--- config.mk ---
export PLATFORM = sky130hd
export DESIGN_NAME = bhpq_ctrl
export DESIGN_NICKNAME = d
export VERILOG_FILES = /design/src/rtl/bhpq_pkg.sv /design/src/rtl/bhpq_ctrl.sv
export SDC_FILE = /design/constraint.sdc
export NUM_CORES = 1
export LEC_CHECK = 0
export BUFFER_PORTS_ARGS = -buffer_cell sky130_fd_sc_hd__buf_4
export CAP_MARGIN = 40
export CORE_AREA = 4 4 41 43
export CTS_CLUSTER_SIZE = 20
export DETAILED_ROUTE_END_ITERATION = 16
export DIE_AREA = 0 0 45 47
export GPL_ROUTABILITY_DRIVEN = 0
export PLACE_DENSITY = 0.66
export SLEW_MARGIN = 20
export SYNTH_ARGS = -nofsm -noshare
export SYNTH_HDL_FRONTEND = slang
export SYNTH_SLANG_ARGS = --single-unit
--- constraint.sdc ---
create_clock -name i_clk -period 1.4 [get_ports i_clk]
set_input_delay 0.28 -clock i_clk [delete_from_list [all_inputs] [get_ports i_clk]]
set_output_delay 0.28 -clock i_clk [all_outputs]
set_load 0.005 [all_outputs]
--- src/rtl/bhpq_pkg.sv ---
// Shared types, constants and codes for the binary heap priority queue.
`timescale 1ns / 1ps
package bhpq_pkg;

    localparam int CAPACITY_DEF = 1024;
    localparam int ID_W         = 16;
    localparam int PRIO_W       = 32;
    localparam int OCC_W        = 11;
    localparam int STAT_W       = 2;
    localparam int ENTRY_W      = ID_W + PRIO_W;

    localparam logic REQ_INSERT = 1'b0;
    localparam logic REQ_POP    = 1'b1;

    localparam logic [STAT_W-1:0] STAT_DONE  = 2'd0;
    localparam logic [STAT_W-1:0] STAT_EMPTY = 2'd1;
    localparam logic [STAT_W-1:0] STAT_FULL  = 2'd2;

    typedef struct packed {
        logic              req_type;
        logic [ID_W-1:0]   item_id;
        logic [PRIO_W-1:0] item_priority;
    } t_req;

    typedef struct packed {
        logic [STAT_W-1:0] status;
        logic [ID_W-1:0]   top_id;
        logic [OCC_W-1:0]  occupancy;
    } t_rsp;

    typedef struct packed {
        logic [ID_W-1:0]   id;
        logic [PRIO_W-1:0] prio;
    } t_entry;

    typedef enum logic [3:0] {
        S_IDLE,
        S_SU_RD,
        S_SU_CMP,
        S_POP_LAST,
        S_POP_LOAD,
        S_SD_CHK,
        S_SD_RDR,
        S_SD_CMP,
        S_RESP
    } t_state;

    typedef struct packed {
        logic ins_load;
        logic ins_drop;
        logic pop_empty;
        logic pop_root;
        logic pop_last;
        logic pop_load;
        logic su_rd;
        logic su_cmp;
        logic sd_chk;
        logic sd_rdr;
        logic sd_cmp;
    } t_dp_cmd;

    typedef struct packed {
        logic full;
        logic empty;
        logic last_one;
        logic pos_root;
        logic no_child;
        logic su_swap;
        logic sd_swap;
    } t_dp_status;

endpackage

--- src/rtl/bhpq_ctrl.sv ---
// Sequencer for insert sift-up and pop sift-down.
`timescale 1ns / 1ps
module bhpq_ctrl
    import bhpq_pkg::*;
(
    input  logic       i_clk,
    input  logic       i_rst_n,
    input  logic       i_start,
    input  logic       i_req_type,
    input  t_dp_status i_status,
    output t_dp_cmd    o_cmd,
    output logic       o_busy,
    output logic       o_done
);

    t_state r_state;
    t_state n_state;

    always_ff @(posedge i_clk) begin
        if (!i_rst_n) begin
            r_state <= S_IDLE;
        end else begin
            r_state <= n_state;
        end
    end

    always_comb begin
        n_state = r_state;
        unique case (r_state)
            S_IDLE: begin
                if (i_start) begin
                    if (i_req_type == REQ_INSERT) begin
                        n_state = i_status.full ? S_RESP : S_SU_RD;
                    end else begin
                        n_state = i_status.empty ? S_RESP : S_POP_LAST;
                    end
                end
            end
            S_SU_RD:    n_state = i_status.pos_root ? S_RESP : S_SU_CMP;
            S_SU_CMP:   n_state = i_status.su_swap ? S_SU_RD : S_RESP;
            S_POP_LAST: n_state = S_POP_LOAD;
            S_POP_LOAD: n_state = i_status.last_one ? S_RESP : S_SD_CHK;
            S_SD_CHK:   n_state = i_status.no_child ? S_RESP : S_SD_RDR;
            S_SD_RDR:   n_state = S_SD_CMP;
            S_SD_CMP:   n_state = i_status.sd_swap ? S_SD_CHK : S_RESP;
            S_RESP:     n_state = S_IDLE;
            default:    n_state = S_IDLE;
        endcase
    end

    always_comb begin
        o_cmd  = '0;
        o_busy = 1'b1;
        o_done = 1'b0;
        unique case (r_state)
            S_IDLE: begin
                o_busy = 1'b0;
                if (i_start) begin
                    if (i_req_type == REQ_INSERT) begin
                        o_cmd.ins_load = !i_status.full;
                        o_cmd.ins_drop = i_status.full;
                    end else begin
                        o_cmd.pop_root  = !i_status.empty;
                        o_cmd.pop_empty = i_status.empty;
                    end
                end
            end
            S_SU_RD:    o_cmd.su_rd    = 1'b1;
            S_SU_CMP:   o_cmd.su_cmp   = 1'b1;
            S_POP_LAST: o_cmd.pop_last = 1'b1;
            S_POP_LOAD: o_cmd.pop_load = 1'b1;
            S_SD_CHK:   o_cmd.sd_chk   = 1'b1;
            S_SD_RDR:   o_cmd.sd_rdr   = 1'b1;
            S_SD_CMP:   o_cmd.sd_cmp   = 1'b1;
            S_RESP:     o_done         = 1'b1;
            default:    o_busy         = 1'b1;
        endcase
    end

endmodule

# After elaboration in Yosys (flattened, before gate mapping)
# Cells that the tools add are included.
dict set report word_totals {
  regBits 4
  output_inout_bits 13
}
dict set report classes {
  eq_ne 9
  n_mux 23
  reduce_logical 3
}
# op n
set op_table {}
lappend op_table {{4-bit two-way mux} 11}
lappend op_table {{4-bit case mux with 8 select lines} 1}
lappend op_table {{4-bit by 3-bit == test with 1-bit output (second input constant)} 4}
lappend op_table {{1-bit two-way mux} 9}
lappend op_table {{4-bit by 2-bit == test with 1-bit output (second input constant)} 2}
lappend op_table {{4-bit by 1-bit == test with 1-bit output (second input constant)} 1}
lappend op_table {{4-bit == test (second input constant)} 1}
lappend op_table {{4-bit logical NOT} 1}
lappend op_table {{2-bit two-way mux} 2}
lappend op_table {{1-bit logical NOT} 2}
lappend op_table {{2-bit inequality test (second input constant)} 1}

# Logic depth before layout (Yosys ltp)
dict set report logic_depth {
  depth_word 4
  mapped_depth 5
  ltp_nobuf 4
}

# Worst setup path before layout
# OpenSTA, ideal clock, no wires.
dict set report synth_path {
  path_kind {reg-to-output}
  start {register r_state[2]}
  end {output o_cmd[7] in the netlist's numbering}
  t_arrival_ns 1.053
  slack_ns 0.067
  path_stages_with_launch 4
  n_path_buf 0
  cell_sequence {dfxtp_1 -> nor4_4 -> nand2_1 -> nor3b_1}
}
# element line
set synth_lines {}
lappend synth_lines {{from (decl)} bhpq_ctrl.sv:16} ;# t_state r_state;
lappend synth_lines {{from (signal assigned)} bhpq_ctrl.sv:23} ;# r_state <= n_state;
lappend synth_lines {{to (decl)} bhpq_ctrl.sv:11} ;# output t_dp_cmd o_cmd,

==> impl_results.md <==
- Status: finished, violations left
- Failing checks: negative setup slack
- 1st-pass router iterations: 4
- Maximum Capacitance Violations: 0
- Largest net degree at the start of global routing: 12
- Syn Inst Count: between 50 and 60
- Least-Margin Pin Slew: ~0.21 ns
- Max transition margin: 0.8542
- Die Ht: 47 um
- Number of synthesized register bits: 4
- P_leak: 0.3590 nW
- Fmax: ~640 MHz
- Slew Limit Fails: 0
- Horiz. Die Dim: between 40 and 50 um
- Combined area of the multi-input logic cells: 381.6 um^2
- DRC violations left: 0
- Setup TNS Final: -0.9004 ns
- Proportion of layout cells with a drive suffix above 1: 0.6374
- Number of flip-flops in the largest register: 4
- Peak supply drop: 0.4784 mV
- Post-Syn Area: around 440 um^2
- R2R setup slack: 0.04 ns
- Post-Synth XOR/XNOR Area: 0
- CP required: 1.12 ns
- CP max stage cell: dfxtp_2
- Post-DRT Antenna Nets: 0
- Register area share after synthesis: 0.1808
- CP max stage delay: around 0.33 ns
- Vias: between 500 and 600
- Clk slew on worst S/H paths: 0.05 ns
- Die area: 2115 um^2
- RSZ-0062 raised after global routing: true
- Post-DP HPWL: 1.018 mm
- Syn Area/Cell: a little over 8 um^2
- # rows: 13
- Number of buffer and inverter stages on the critical path: 1
- Pwr Density: around 670 nW/um^2
- Core ar.: around 1300 um^2
- Tot GR Track Use: 0.1406
- HP Class: in2reg
- Main combinational cell family by area after synthesis: simple AND/OR/NAND/NOR gates
- Most flops, register: r_state
- First-pass GRT wire length: 2.194 mm
- Final hold vios: 0
- Compound-Gate Fraction of Synth Area: 0.1130
- Layout Utilization: 0.6240
- CP Capture Type: primary output
- CP Class: reg2out
- TritonCTS clock tree: yes
- IO Port Bufs: 23
- Final Non-Filler Cells: 106
- Ant diodes: 0
- Clk root buf: clkbuf_4
- Clk sinks: 4
- Min cycle time layout: between 1.5 and 2 ns
- Final setup fails: 11
- Register area: 90.09 um^2
- Met1 usage: 0.1682
- Antenna violations before repair: 0
- Critical Path, Cell by Cell: nor4_4 -> nand2_2 -> nor3b_2 -> buf_4
- Post-Synth Adder-Cell Area: 0
- Mux cell area share after synthesis: 0.09322
- Placed cells: 97
- Nets: 104
- I/O pins: 24
- CP max FO: 4
- Crit start category: flop
- Initial Utilization: 0.3404
- Place WS: around 0.0024 ns
- Mapped Nets: 66
- Yosys Warn Count: 0
- Routing usage on met2: 0.2542
- Via-to-Cell Ratio: 5.160
- Post-DR wirelength/cell: 13.75 um
- Regs by FF count: r_state (4)
- Layout area overhead: 83.33%
- Worst endpoint data arrival time: approximately 1.3 ns
- Initial DRC Count: 10
- Fillcell total: about 120
- Final Cycle Share: 1.118
- WL final: 1.458 mm
- Hold WS: 0.3083 ns
- Synth Area in Simple Gates: 0.5198
- Gr busiest metal: met2
- M3 GR Usage: 0.03065
- Vias in the first global route: 523
- Number of buffers created by CTS: 3
- Top delay family on crit path: simple AND/OR/NAND/NOR gates
- Clk_lat worst skew: around 0.24 ns
- CTS H-tree depth: 1
- # hold bufs at CTS: 0
- Synth unique cells: 27
- GR Overflow Total: 0
- CTS max path bufs: 2
- Final WS setup: -0.1649 ns
- Setup Skew: 0.01082 ns
## metrics by stage
step                total power, mW  area, um^2
floorplan                    0.2332       442.9
global placement             0.3210       660.6
detailed placement           0.3240       660.6
CTS                          0.5232       787.0
global route                 0.5751       812.0
finish                       0.5415       812.0
## where the power goes
group | switching (mW) | internal, mW
clock network | 0.0552 | 0.0965
registers | 0.0117 | 0.121
logic | 0.102 | 0.155
## final timing paths
check,depth (start not counted),to,startpoint
worst min-delay path,3,r_state[3],i_status[3]
worst max register to register,4,r_state[2],r_state[2]
worst max-delay path,4,o_cmd[9],r_state[2]
worst min register to register,3,r_state[1],r_state[2]
## tightest hold or removal path, cell delays in order
cell,delay [ns]
buf_4,0.11
nand2_1,0.05
a31oi_1,0.07
## layout by cell type (no fill, tap or decap), types with 2 or more instances in the layout
cell type / n
dfxtp_4: 2
a21oi_1: 3
nor3_4: 2
nor3b_2: 3
nor3_1: 3
a31oi_1: 2
nand2_1: 4
dfxtp_2: 2
nand3b_1: 4
mux2i_1: 3
clkbuf_4: 3
buf_6: 3
buf_4: 34
nor2_1: 5
nand2b_1: 3
nand2b_4: 2
## layout make-up
type | instances | share of cell area
flip-flops and latches | 4 | 0.1109
clock buffers | 3 | 0.02773
multi-input cells | 45 | 0.4700
well taps | 15 | 0.02311
inverters | 2 | 0.01233
repair buffers | 37 | 0.3559
## cells by family (layout without fill, tap and decap cells)
logic type	after synthesis	after routing
buffers and inverters	6	42
AND/OR/NAND/NOR	33	33
multiplexers	4	4
AO/OA/AOI/OAI	8	8
flip-flops	4	4
## cells in the mapped netlist (all sizes together)
cell,n,area share
nand2,5,0.042
nor3b,3,0.062
a22oi,1,0.017
nor2,5,0.042
nand3b,5,0.11
o32a,1,0.023
a31oi,2,0.028
o21ai,1,0.011
nor4,1,0.048
buf,3,0.068
nor3,5,0.068
mux2i,3,0.068
mux2,1,0.025
nand2b,5,0.071
dfxtp,4,0.18
nor4b,1,0.020
or4,1,0.025
clkbuf,1,0.0085
nor2b,1,0.014
inv,2,0.017
or3,1,0.014
a21oi,3,0.034
## routing by layer
metal,wire length [um],part of all wire
met1,572,0.39
met2,773,0.53
met3,112,0.077
met4,0,0
met5,0,0
## what timing repair did
| item | 4_1_cts | 5_1_grt |
|---|---|---|
| pin swaps | 5 | 4 |
| cloned | 0 | 0 |
| setup buffers | 6 | 2 |
| endpoints found under the setup margin | 13 | 16 |
| gates resized for setup | 16 | 4 |
No activity file was read; power rests on OpenSTA's default activity.
